[src/rtl/sacr_pkg.sv]
// -----------------------------------------------------------------------------
// sacr_pkg
// Shared constants, types and helpers of the set associative cache.
// -----------------------------------------------------------------------------
package sacr_pkg;

    localparam int WAYS      = 4;
    localparam int SETS      = 256;
    localparam int ADDR_BITS = 20;
    localparam int TAG_W     = 20;

    localparam int SET_W = (SETS > 1) ? $clog2(SETS) : 1;
    localparam int WAY_W = (WAYS > 1) ? $clog2(WAYS) : 1;

    // result field widths
    localparam int WAY_OUT_W = 2;
    localparam int CNT_W     = 32;

    // config register widths
    localparam int OFFSET_W   = 5;
    localparam int SETB_W     = 4;
    localparam int WAYB_W     = 2;
    localparam int LFSR_W     = 16;
    localparam int CFG_DATA_W = 16;
    localparam int CFG_IDX_W  = 2;

    localparam logic [OFFSET_W-1:0] OFFSET_RESET = 5'd2;
    localparam logic [SETB_W-1:0]   SETB_RESET   = 4'd4;
    localparam logic [WAYB_W-1:0]   WAYB_RESET   = 2'd0;
    localparam logic [LFSR_W-1:0]   LFSR_RESET   = 16'h0001;
    localparam logic [LFSR_W-1:0]   LFSR_TAPS    = 16'hB400;

    // front-to-back queue
    localparam int QDEPTH  = 2;
    localparam int QPTR_W  = (QDEPTH > 1) ? $clog2(QDEPTH) : 1;
    localparam int QCNT_W  = $clog2(QDEPTH + 1);

    typedef enum logic [CFG_IDX_W-1:0] {
        CFG_OFFSET_BITS = 2'd0,
        CFG_SET_BITS    = 2'd1,
        CFG_WAY_BITS    = 2'd2,
        CFG_LFSR_SEED   = 2'd3
    } cfg_idx_t;

    typedef struct packed {
        logic [OFFSET_W-1:0] offset_bits;
        logic [SETB_W-1:0]   set_bits;
        logic [WAYB_W-1:0]   way_bits;
    } geom_t;

    typedef struct packed {
        logic              load;
        logic [LFSR_W-1:0] value;
    } seed_t;

    typedef struct packed {
        logic [SET_W-1:0] set_idx;
        logic [TAG_W-1:0] tag;
    } req_t;

    typedef struct packed {
        logic             vld;
        logic [TAG_W-1:0] tag;
    } line_t;

    typedef line_t [WAYS-1:0] row_t;

    localparam int ROW_W = $bits(row_t);

    // Galois step, right shift
    function automatic logic [LFSR_W-1:0] lfsr_step(input logic [LFSR_W-1:0] v);
        logic [LFSR_W-1:0] nv;
        nv = v >> 1;
        if (v[0])
        begin
            nv = nv ^ LFSR_TAPS;
        end
        return nv;
    endfunction

endpackage

[src/rtl/sacr_front.sv]
// -----------------------------------------------------------------------------
// sacr_front
// Splits an address into set index and tag and queues the request.
// -----------------------------------------------------------------------------
module sacr_front (
    input  logic                           clk,
    input  logic                           rst_n,
    input  sacr_pkg::geom_t                geom,
    input  logic                           hold,
    input  logic                           in_valid,
    output logic                           in_stall,
    input  logic [sacr_pkg::ADDR_BITS-1:0] address,
    output sacr_pkg::req_t                 req,
    output logic                           req_valid,
    input  logic                           req_pop
);

    logic [sacr_pkg::ADDR_BITS-1:0] above;
    logic [sacr_pkg::ADDR_BITS-1:0] tag_full;
    logic [sacr_pkg::OFFSET_W:0]    tshift;
    logic [sacr_pkg::SET_W-1:0]     set_mask;
    sacr_pkg::req_t                 cls;

    sacr_pkg::req_t              q_reg [sacr_pkg::QDEPTH];
    logic [sacr_pkg::QPTR_W-1:0] wr_ptr_reg, wr_ptr_next;
    logic [sacr_pkg::QPTR_W-1:0] rd_ptr_reg, rd_ptr_next;
    logic [sacr_pkg::QCNT_W-1:0] cnt_reg, cnt_next;
    logic                        push;

    // classification
    always_comb
    begin
        above = address >> geom.offset_bits;
        for (int i = 0; i < sacr_pkg::SET_W; i++)
        begin
            set_mask[i] = (i < int'(geom.set_bits));
        end
        tshift      = {1'b0, geom.offset_bits} + (sacr_pkg::OFFSET_W + 1)'(geom.set_bits);
        tag_full    = address >> tshift;
        cls.set_idx = sacr_pkg::SET_W'(above) & set_mask;
        cls.tag     = sacr_pkg::TAG_W'(tag_full);
    end

    // queue
    assign in_stall  = hold || (cnt_reg == sacr_pkg::QCNT_W'(sacr_pkg::QDEPTH));
    assign push      = in_valid && !in_stall;
    assign req_valid = (cnt_reg != '0);
    assign req       = q_reg[rd_ptr_reg];

    always_comb
    begin
        wr_ptr_next = wr_ptr_reg;
        rd_ptr_next = rd_ptr_reg;
        cnt_next    = cnt_reg;
        if (push)
        begin
            wr_ptr_next = (wr_ptr_reg == sacr_pkg::QPTR_W'(sacr_pkg::QDEPTH - 1)) ?
                          '0 : wr_ptr_reg + 1'b1;
        end
        if (req_pop)
        begin
            rd_ptr_next = (rd_ptr_reg == sacr_pkg::QPTR_W'(sacr_pkg::QDEPTH - 1)) ?
                          '0 : rd_ptr_reg + 1'b1;
        end
        if (push && !req_pop)
        begin
            cnt_next = cnt_reg + 1'b1;
        end
        else if (!push && req_pop)
        begin
            cnt_next = cnt_reg - 1'b1;
        end
    end

    always_ff @(posedge clk or negedge rst_n)
    begin
        if (!rst_n)
        begin
            wr_ptr_reg <= '0;
            rd_ptr_reg <= '0;
            cnt_reg    <= '0;
        end
        else
        begin
            wr_ptr_reg <= wr_ptr_next;
            rd_ptr_reg <= rd_ptr_next;
            cnt_reg    <= cnt_next;
        end
    end

    always_ff @(posedge clk)
    begin
        if (push)
        begin
            q_reg[wr_ptr_reg] <= cls;
        end
    end

endmodule

[config.mk]
export PLATFORM = sky130hd
export DESIGN_NAME = sacr_front
export DESIGN_NICKNAME = d
export VERILOG_FILES = /design/src/rtl/sacr_pkg.sv /design/src/rtl/sacr_front.sv
export SDC_FILE = /design/constraint.sdc
export NUM_CORES = 1
export LEC_CHECK = 0
export ABC_AREA = 1
export BUFFER_PORTS_ARGS = -buffer_cell sky130_fd_sc_hd__buf_2
export CAP_MARGIN = 20
export CELL_PAD_IN_SITES_DETAIL_PLACEMENT = 0
export CELL_PAD_IN_SITES_GLOBAL_PLACEMENT = 1
export CORE_ASPECT_RATIO = 0.7
export CORE_MARGIN = 2
export CORE_UTILIZATION = 42
export DETAILED_ROUTE_END_ITERATION = 8
export GPL_TIMING_DRIVEN = 0
export HOLD_SLACK_MARGIN = 0.15
export PLACE_DENSITY = 0.87
export SYNTH_ARGS = -nofsm -noshare
export SYNTH_HDL_FRONTEND = slang
export SYNTH_SLANG_ARGS = --single-unit
[constraint.sdc]
create_clock -name clk -period 2.55 [get_ports clk]
set_clock_uncertainty 0.05 [all_clocks]
set_input_delay 0.3825 -clock clk [delete_from_list [all_inputs] [get_ports clk]]
set_output_delay 0.3825 -clock clk [all_outputs]
set_load 0.02 [all_outputs]
After elaboration in Yosys (flattened, before gate mapping):

Memory sizes are Yosys's and may differ from the RTL's.
Index checks and enable logic that the tools add are counted.

* bits in registers: 4
* RAM bits: 56
* input port bits: 36
* output and inout port bits: 30
* logic and storage cells: 36
* memories: 1

* add/sub/neg operators: 5
* $lt $le $gt $ge: 8
* eq/ne operators: 1
* shifts and indexed selects: 2
* multiplexer cells: 6
* bitwise gates (word level): 1
* reduce and logical (&&, ||, !) cells: 9

Memories
* q_reg: words 2, width 28, rd ports 1, clocked after memory_dff 0, wr ports 1, RTL line sacr_front.sv:24 `sacr_pkg::req_t q_reg [sacr_pkg::QDEPTH];`

Operator list (count)
* $shr 20x5->8: 1
* $shr 20x6->20: 1
* $lt 3x4->1 const A: 4
* $and 8x8->8: 1
* $lt 1x4->1 const A: 2
* $lt 2x4->1 const A: 2
* $add 5x4->6: 1
* $mux 1: 4
* $mux 2: 2
* $reduce_bool 2->1: 2
* $logic_and 1x1->1: 3
* $logic_not 1->1: 3
* $add 1x1->1 const B: 2
* $add 2x1->2 const B: 1
* $eq 2x2->1 const B: 1
* $sub 2x1->2 const B: 1
* $logic_or 1x1->1: 1

Longest topological paths before layout:

Gate-level depths: netlist (run 1).

* depth after elaboration: 8
* depth in mapped cells: 13
* mapped depth without buffers: 12

Least setup slack after synthesis (run 1):

OpenSTA, ideal clock, no wires.

* path kind: input to register
* start: input geom[7] (netlist bit)
* end: memory q_reg[0][7] (netlist bit) (data pin)
* library setup time: 0.260 ns
* arrival time: 2.314 ns
* required time: 2.240 ns
* setup slack: -0.074 ns
* cell stages on the path: 11
* buffers on the path: 3
* path through: buf_2 > inv_1 > clkbuf_1 > fa_1 > xnor2_1 > inv_2 > clkbuf_1 > o21ai_0 > nand2_1 > nand2_1 > nor2_1

RTL lines
* from (decl): RTL line sacr_front.sv:8 `input sacr_pkg::geom_t geom,`
* to (decl): RTL line sacr_front.sv:24

==> results.md, run 1 <==
- Synthesized flop and latch total: 60
- I/O pin count: 66
- Highest clock rate: 417 MHz
- Final WL: 11300 µm
- GRT Total Usage: 0.219
- CTS tree: yes
- Syn_area_per_cell: 7.74 µm²
- # rows: 30
- Setup violators final: 0
- CTS H-tree lvls: 3
- Final Hold Viols: 0
- Skew-Pair Late Insertion Delay: 0.32 ns
- Width of the die: 123 µm
- I/O Buffers: 63
- R2R depth: 5
- DP Area: between 4000 and 5000 µm²
- Pin count of the biggest net entering global routing: 17
- Share of cells above drive strength 1: 0.214
- Initial DRC Count: 308
- Residual DRC: 0
- Cell variety after synth: 28
- Number of buffers created by CTS: 9
- CP required: 2.69 ns
- Vert. Die Dim: 87.2 µm
- Worst-path clk slew: 0.05 ns
- GPL Wtd Cong: 0.925
- Critical path class: in2reg
- Final max-slew violation count: 0
- Core area: approximately 9600 µm²
- CP Launch Type: primary input
- Outcome: finished, final reports clean
- WP data arrival: 2.54 ns
- Global route total overflow: 0
- Leading cell type in the layout, fill and taps excluded: nand2_1
- Post-detail-place hpwl: 8770 µm
- Max-Cap Viols: 0
- First-pass GRT wire length: about 18000 µm
- Post-route ant nets: 0
- Avg WL per Cell: 15.1 µm
- Initial antenna violation count: 0
- Vias in the first global route: 3569
- Worst-Margin Slew: 0.800 ns
- Peak supply drop: 0.337 mV
- Min Tclk post-route: 2.40 ns
- Hold depth: 2
- Post-Syn Instances: 537
- Syn nets: between 500 and 600
- Multi-input gate area: 2140 µm²
- Fillers: 926
- Sequential area share after synthesis: 0.429
- Deepest clock path buffer count: 2
- CP max FO: 11
- Commonest cells after routing, fill and taps aside: nand2_1 (172), nand3_1 (108), buf_2 (71), edfxtp_1 (56), inv_1 (38)
- Leakage Power: approximately 2.3 nW
- DR pass1 iterations: 5
- Tcrit/Tclk final: 0.940
- Synthesized area: 4160 µm²
- YS warnings: 0
- Starting Density: 0.431
- Clk root buf: clkbuf_16
- Hold crit path type: in2reg
- Design Area, Final: 5030 µm²
- Antenna diode instance count: 0
- Reg2reg setup slack: 0.61 ns
- Area growth syn-to-layout: 21.1%
- TritonCTS Sinks: 60
- Max reg flops: 56
- FF/Latch Area: 1780 µm²
- Power per cell area: 836 nW/µm²
- Setup Fix Bufs, Post-CTS: 0
- Max-slew headroom: 0.466
- Drt via density: between 5 and 6
- Die Area: 10700 µm²
- Setup Total Neg Slack: 0 ns
- Total number of vias: 4036
- Unrepaired setup endpoints after global routing: no
- Final nets: 653
- Setup crit end kind: flip-flop
through the flow:
step                      hold slack, ns  power (mW)  cells   util  worst slack [ns]
after global placement             0.141        2.94    728  0.481            -0.618
after detailed placement           0.144        3.00    730  0.488            -0.599
after CTS                          0.204        4.24    746  0.522            0.0703
after floorplan                   0.0369        2.50    537      -            0.0641
after global routing               0.217        4.46    744  0.522            0.0208
final                              0.213        4.21    744  0.522             0.154
cell usage after synthesis:
master | n | area, µm²
a21o_1 | 1 | 7.51
xor2_1 | 3 | 26.3
o21ai_2 | 1 | 8.76
mux2_2 | 28 | 315
buf_1 | 5 | 18.8
nand3_1 | 108 | 541
edfxtp_1 | 56 | 1680
nand2_1 | 172 | 646
nand4_1 | 1 | 6.26
ha_1 | 5 | 62.6
fa_1 | 1 | 20.0
xor2_2 | 2 | 32.5
nor3_2 | 1 | 10.0
or2_2 | 1 | 6.26
inv_1 | 38 | 143
buf_2 | 11 | 55.1
o21ai_1 | 1 | 5.00
nor3_1 | 2 | 10.0
o21ai_0 | 20 | 100
inv_2 | 1 | 3.75
o211ai_1 | 9 | 67.6
a31oi_1 | 2 | 12.5
xnor2_1 | 3 | 26.3
a21oi_1 | 19 | 95.1
dfrtp_1 | 4 | 100
clkinv_1 | 2 | 7.51
clkbuf_1 | 10 | 37.5
nor2_1 | 30 | 113
per-layer routing:
| metal | part of all wire | track usage |
|---|---|---|
| met4 | 0.011 | 0.0585 |
| met1 | 0.50 | 0.337 |
| met5 | 0 | 0 |
| met2 | 0.41 | 0.314 |
| met3 | 0.075 | 0.0399 |
repair_timing:
item                                    4_1_cts  5_1_grt
endpoints found under the setup margin       32       32
hold buffers                                  1        0
gates resized for setup                       7        8
cloned                                        0        0
hold endpoints to repair                      4        0
layout make-up:
class | count | area share
clock buffer | 12 | 0.0509
sequential | 60 | 0.354
clock inverter | 4 | 0.00969
multi-input combinational | 410 | 0.425
buffer | 23 | 0.0219
timing repair buffer | 66 | 0.0760
tap | 128 | 0.0318
inverter | 41 | 0.0308
power by group:
| group | switching (mW) | internal [mW] | total [mW] |
|---|---|---|---|
| Clock | 0.400 | 0.805 | 1.20 |
| Combinational | 1.07 | 0.618 | 1.69 |
| Sequential | 0.0413 | 1.28 | 1.32 |
| Total | 1.51 | 2.70 | 4.21 |
final timing paths:
kind / startpoint / to
worst max-delay path: geom[7] / q_reg[0][0]$_DFFE_PP_
max in group asynchronous: rst_n / wr_ptr_reg$_DFFE_PN0N_
min in group asynchronous: rst_n / rd_ptr_reg$_DFFE_PN0P_
worst min-delay path: req_pop / rd_ptr_reg$_DFFE_PN0P_
worst min register to register: cnt_reg[0]$_DFFE_PN0P_ / cnt_reg[0]$_DFFE_PN0P_
worst max register to register: cnt_reg[0]$_DFFE_PN0P_ / q_reg[1][10]$_DFFE_PP_
kinds of logic after synthesis:
logic type | after synthesis | synth area share
buffers and inverters | 67 | 0.0638
xor gates and xnor gates | 8 | 0.0205
AOI/OAI and AO/OA | 53 | 0.0713
DFF | 60 | 0.429
and+or+nand+nor | 315 | 0.320
adders and majority gates | 6 | 0.0199
muxes | 28 | 0.0758
critical path, stage by stage:
cell and delay (ns):
buf_4 0.17, inv_1 0.10, clkbuf_4 0.21, fa_2 0.58, clkinv_2 0.14, clkbuf_4 0.23
nand2_1 0.10, nand2_1 0.07, nor2_2 0.15, nand3_1 0.13, nand2_1 0.11, nand2_1 0.08
inv_1 0.07
(Power assumes the default switching activity.)
==> run 2: changes to the inputs <==
ABC_AREA = unset   (was 1)
CORE_UTILIZATION = 45   (was 42)
PLACE_DENSITY = 0.86   (was 0.87)
clock period = 2.68 ns   (was 2.55 ns; I/O delays follow)
==> results.md, run 2 <==
- Antenna diode instance count: 0
- Critical Path Max Stage Delay: 0.53 ns
- Outcome: finished, final reports clean
- Syn_area_per_cell: 11.7 µm²
- Max-Cap Viols: 0
- Cell variety after synth: 50
- Post-route ant nets: 0
- Residual DRC: 0
- CTS tree: yes
- Cell family with most CP delay: multiplexers
- CTS H-tree lvls: 3
- Sw Ratio: 0.341
- Die Area: 10000 µm²
- Pin count of the biggest net entering global routing: 20
- Leading cell type in the layout, fill and taps excluded: buf_2
- Cell taking the most area after synthesis: edfxtp_1
- WP data arrival: between 2 and 3 ns
- Starting Density: 0.461
- Drt via density: between 5 and 6
- Highest clock rate: 379 MHz
- Skew-Pair Late Insertion Delay: 0.32 ns
- GRT Total Usage: 0.215
- Final WL: 10500 µm
- Post-detail-place hpwl: roughly 8000 µm
- Worst-Margin Slew: 0.624 ns
- Crit path buf inv count: 3
- Final max-slew violation count: 0
- Sequential area share after synthesis: 0.429
- Comb power frac: 0.415
- I/O Buffers: 63
- Int Pwr: 2.68 mW
- Synthesized area: 4150 µm²
- Leakage Power: 2.02 nW
- Setup violators final: 0
- Initial DRC Count: 191
- Setup crit end kind: flip-flop
- Post-synth top cells: edfxtp_1 (56), mux2_2 (37), mux2i_1 (28), nor2_1 (28), a21oi_1 (18)
- Synth async-reset ratio: 0.0667
- Min Tclk post-route: around 2.6 ns
- First-pass GRT wire length: ~17000 µm
- DR pass1 iterations: 5
- Max reg flops: 56
- Final nets: 482
- Final Core Density: 0.586
- Post-Syn Instances: 354
- Min Hold Slack: 0.221 ns
- Global route total overflow: 0
- Worst setup path start: geom[2]
- Max-slew headroom: 0.584
- Number of buffers created by CTS: 9
- Top cells by area, synth: edfxtp_1 (41%), mux2_2 (10%), mux4_2 (7.1%)
- Crit-path slowest cell: mux4_2
- Initial antenna violation count: 0
- Pre-CTS WS: -0.421 ns
- GPL Wtd Cong: 0.909
- I/O pin count: 66
- Hold crit path type: in2reg
- YS warnings: 0
- Power per cell area: about 770 nW/µm²
- Commonest cells after routing, fill and taps aside: buf_2 (66), edfxtp_1 (56), mux2_2 (34), nor2_1 (27), mux2i_1 (22)
- Most common cell in the netlist: edfxtp_1
- Vias in the first global route: 3160
- Width of the die: 119 µm
- Worst-path clk slew: 0.05 ns
- R2R Path Start: cnt_reg[0]$_DFFE_PN0P_
- Vert. Die Dim: 84.3 µm
- Reg power frac: 0.312
- Share of cells above drive strength 1: 0.425
- Total chip power: 4.06 mW
- CP Cell Sequence: buf_6 > ha_4 > inv_1 > fa_1 > buf_6 > mux2_4 > mux4_2 > and3_4 > o31a_1
- NetSw: 1.38 mW
- Tcrit/Tclk final: 0.984
- CP Launch Type: primary input
- # rows: 29
- Syn nets: ~400
- Placed Cells: 543
- Clk network pwr share: 0.273
- Avg WL per Cell: 18.4 µm
- Core area: roughly 9000 µm²
- TritonCTS Sinks: 60
- Total number of vias: 3264
- Critical path class: in2reg
- Final Hold Viols: 0
- Peak supply drop: 0.651 mV
- CP required: 2.69 ns
- Deepest clock path buffer count: 2
- Clk root buf: clkbuf_16
- Synthesized flop and latch total: 60
- Area growth syn-to-layout: 27.1%
- Final Worst Setup Slack: 0.0423 ns
- EDFF count, synth: 56
- Final non-filler cell total: 569
- Primary FF master, synth: edfxtp_1
- Hold path start: req_pop
- Fillers: about 770
- CP dominant cell by count: buf_6
- CP max FO: 6
- Synth top area share: 0.405
## run 2: cell count changes after synthesis, moves of 9 or more
cell	change
nand2_1	-160
nand3_1	-101
mux2i_1	+28
inv_1	-27
mux2_1	+15
o21ai_0	-14
mux4_2	+13
nor3_1	+13
a211oi_1	+12
mux2_2	+9
## run 2: area by class of cell
cell class | count | area, µm² | area share
multi-input cells | 257 | 2350 | 0.446
clock inverters | 5 | 52.6 | 0.00997
plain buffers | 24 | 154 | 0.0292
repair buffers | 76 | 485 | 0.0921
well taps | 124 | 155 | 0.0294
clock buffers | 11 | 243 | 0.0460
flip-flops and latches | 60 | 1780 | 0.338
inverters | 12 | 47.5 | 0.00902
## run 2: metrics by stage
step | setup TNS (ns) | cell area, µm²
after floorplan | -0.170 | 4220
after global placement | -21.98 | 4690
after detailed placement | -12.25 | 4750
after CTS | 0 | 5070
after global routing | -0.0131 | 5270
final | 0 | 5270
## run 2: timing repair
action / CTS / global route
pin swaps: 0 / 5
gates cloned: 0 / 0
setup buffers: 0 / 10
hold buffers: 1 / 0
hold endpoints to repair: 4 / 0
endpoints found under the setup margin: 24 / 28
gates resized for setup: 9 / 31
## run 2: cell families after synthesis
group / count (synthesis) / synth area share
and+or+nand+nor: 76 / 0.0856
AOI/OAI and AO/OA: 70 / 0.112
buffers and inverters: 37 / 0.0422
DFF: 60 / 0.429
muxes: 96 / 0.290
xor gates and xnor gates: 9 / 0.0208
adders and majority gates: 6 / 0.0199
## run 2: power by group through the flow
| stage | Sequential (mW) | Combinational (mW) | Clock [mW] |
|---|---|---|---|
| after floorplan | 1.27 | 1.13 | 0 |
| after global placement | 1.28 | 1.54 | 0 |
| after detailed placement | 1.29 | 1.59 | 0 |
| after CTS | 1.27 | 1.61 | 1.14 |
| after global routing | 1.28 | 1.80 | 1.18 |
| final | 1.27 | 1.69 | 1.11 |
## run 2: per-layer routing
metal / track usage / routed length (µm) / up-vias
li1: - / - / 1546
met2: 0.311 / 4590 / 138
met5: 0 / 0 / -
met4: 0.0639 / 104 / 0
met3: 0.0666 / 886 / 12
met1: 0.312 / 4900 / 1568
## run 2: path summary, 6_finish.rpt
kind,endpoint,slack [ns],depth (start not counted)
worst min register to register,cnt_reg[1]$_DFFE_PN0P_,0.45,1
min in group asynchronous,rd_ptr_reg$_DFFE_PN0P_,0.37,2
worst max register to register,q_reg[0][1]$_DFFE_PP_,0.74,5
max in group asynchronous,cnt_reg[1]$_DFFE_PN0P_,2.08,2
worst max-delay path,q_reg[0][3]$_DFFE_PP_,0.04,9
worst min-delay path,rd_ptr_reg$_DFFE_PN0P_,0.22,2
==> run 3: changes to the inputs <==
CORE_UTILIZATION = 30   (was 45)
PLACE_DENSITY = 0.63   (was 0.86)
==> results.md, run 3 (same netlist as run 2, synthesis figures left out) <==
- Clk network pwr share: 0.287
- Power per cell area: 782 nW/µm²
- I/O Buffers: 63
- CP required: 2.64 ns
- Vias in the first global route: 3259
- CP max FO: 10
- Initial DRC Count: roughly 270
- Sw Ratio: 0.342
- Setup Total Neg Slack: 0 ns
- Max-slew headroom: 0.423
- Tcrit/Tclk final: 0.994
- Width of the die: between 100 and 150 µm
- Crit-path slowest cell: fa_1
- First-pass GRT wire length: 17700 µm
- Share of cells above drive strength 1: 0.414
- CTS tree: yes
- Drt via density: 5.23
- Hold crit path type: in2reg
- CP Cell Sequence: clkbuf_4 > buf_12 > inv_4 > fa_1 > buf_6 > buf_12 > mux2_1 > mux2i_2 > nor3_1 > a2111oi_2 > a311oi_1
- Residual DRC: 0
- Max reg flops: 56
- Outcome: finished, final reports clean
- Deepest clock path buffer count: 2
- Worst-path clk slew: 0.05 ns
- Final nets: 475
- Setup violators final: 0
- Min Tclk post-route: 2.67 ns
- Final Hold Viols: 0
- Crit path buf inv count: 5
- Global route total overflow: 0
- Final WL: roughly 11000 µm
- Reg power frac: 0.307
- Fillers: 1315
- Vert. Die Dim: 102 µm
- Total chip power: 4.13 mW
- GRT Total Usage: 0.159
- Setup crit end kind: flip-flop
- Area growth syn-to-layout: 27.5%
- Final max-slew violation count: 0
- Peak supply drop: 0.460 mV
- Leading cell type in the layout, fill and taps excluded: buf_2
- CP dominant cell by count: buf_12
- Int Pwr: 2.72 mW
- Leakage Power: a little under 2 nW
- Post-detail-place hpwl: 8690 µm
- CTS H-tree lvls: 3
- Unrepaired setup endpoints after global routing: yes
- Commonest cells after routing, fill and taps aside: buf_2 (65), edfxtp_1 (56), mux2_2 (34), nor2_1 (27), mux2i_1 (23)
- WP data arrival: about 2.6 ns
- TritonCTS Sinks: 60
- Number of buffers created by CTS: 9
- Max-Cap Viols: 0
- Initial antenna violation count: 0
- Die Area: 14800 µm²
- Skew-Pair Late Insertion Delay: 0.32 ns
- Total number of vias: ~3300
- Critical path class: in2reg
- Cell family with most CP delay: multiplexers
- DR pass1 iterations: 4
- GPL Wtd Cong: 0.863
- Highest clock rate: 375 MHz
- Worst-Margin Slew: 0.864 ns
- # rows: 35
- Avg WL per Cell: approximately 18 µm
- Critical Path Max Stage Delay: slightly below 0.5 ns
- Starting Density: 0.312
- Antenna diode instance count: 0
- Clk root buf: clkbuf_16
- Core area: 13300 µm²
- Comb power frac: 0.407
- Min Hold Slack: 0.226 ns
- CP Launch Type: primary input
- Pin count of the biggest net entering global routing: 29
- NetSw: 1.42 mW
- Post-route ant nets: 0
- I/O pin count: 66
## run 3: power by group through the flow
stage	registers (mW)	clock network, mW	logic, mW
after floorplan	1.27	0	1.13
after global placement	1.28	0	1.58
after detailed placement	1.29	0	1.61
after CTS	1.27	1.21	1.64
after global routing	1.28	1.25	1.82
final	1.27	1.18	1.68
## run 3: layer usage
metal,vias to the layer above,part of all wire,track usage
li1,1533,-,-
met1,1590,0.49,0.229
met4,0,0.0086,0.0276
met3,14,0.072,0.0530
met5,-,0,0
met2,119,0.43,0.236
## run 3: stage by stage
stage | instance area, µm² | setup slack, ns | instances | utilization
after floorplan | 4220 | -0.0798 | 354 | -
after global placement | 4770 | -0.526 | 602 | 0.358
after detailed placement | 4800 | -0.422 | 603 | 0.361
after CTS | 5170 | 0.00188 | 622 | 0.388
after global routing | 5290 | -0.0656 | 622 | 0.397
final | 5290 | 0.0150 | 622 | 0.397
## run 3: layout make-up
class | count | area (µm²) | area share
inverter | 12 | 47.5 | 0.00899
multi-input combinational | 257 | 2360 | 0.447
timing repair buffer | 69 | 400 | 0.0757
clock inverter | 6 | 80.1 | 0.0151
tap | 185 | 231 | 0.0438
clock buffer | 9 | 225 | 0.0426
buffer | 24 | 158 | 0.0298
sequential | 60 | 1780 | 0.337
## run 3: timing repair
action | CTS | global route
gates resized for setup | 9 | 31
endpoints found under the hold margin | 4 | 0
buffers inserted | 4 | 0
hold buffers | 1 | 0
endpoints found under the setup margin | 27 | 44
pin swaps | 1 | 2
## run 3: path summary, 6_finish.rpt
kind,from,end,slack (ns),cells past startpoint
max reg2reg,cnt_reg[0]$_DFFE_PN0P_,q_reg[0][0]$_DFFE_PP_,0.73,4
min reg2reg,cnt_reg[1]$_DFFE_PN0P_,cnt_reg[1]$_DFFE_PN0P_,0.44,1
max,geom[7],q_reg[0][0]$_DFFE_PP_,0.01,11
min,req_pop,rd_ptr_reg$_DFFE_PN0P_,0.23,2
max in group asynchronous,rst_n,wr_ptr_reg$_DFFE_PN0N_,2.09,2
min in group asynchronous,rst_n,rd_ptr_reg$_DFFE_PN0P_,0.37,2
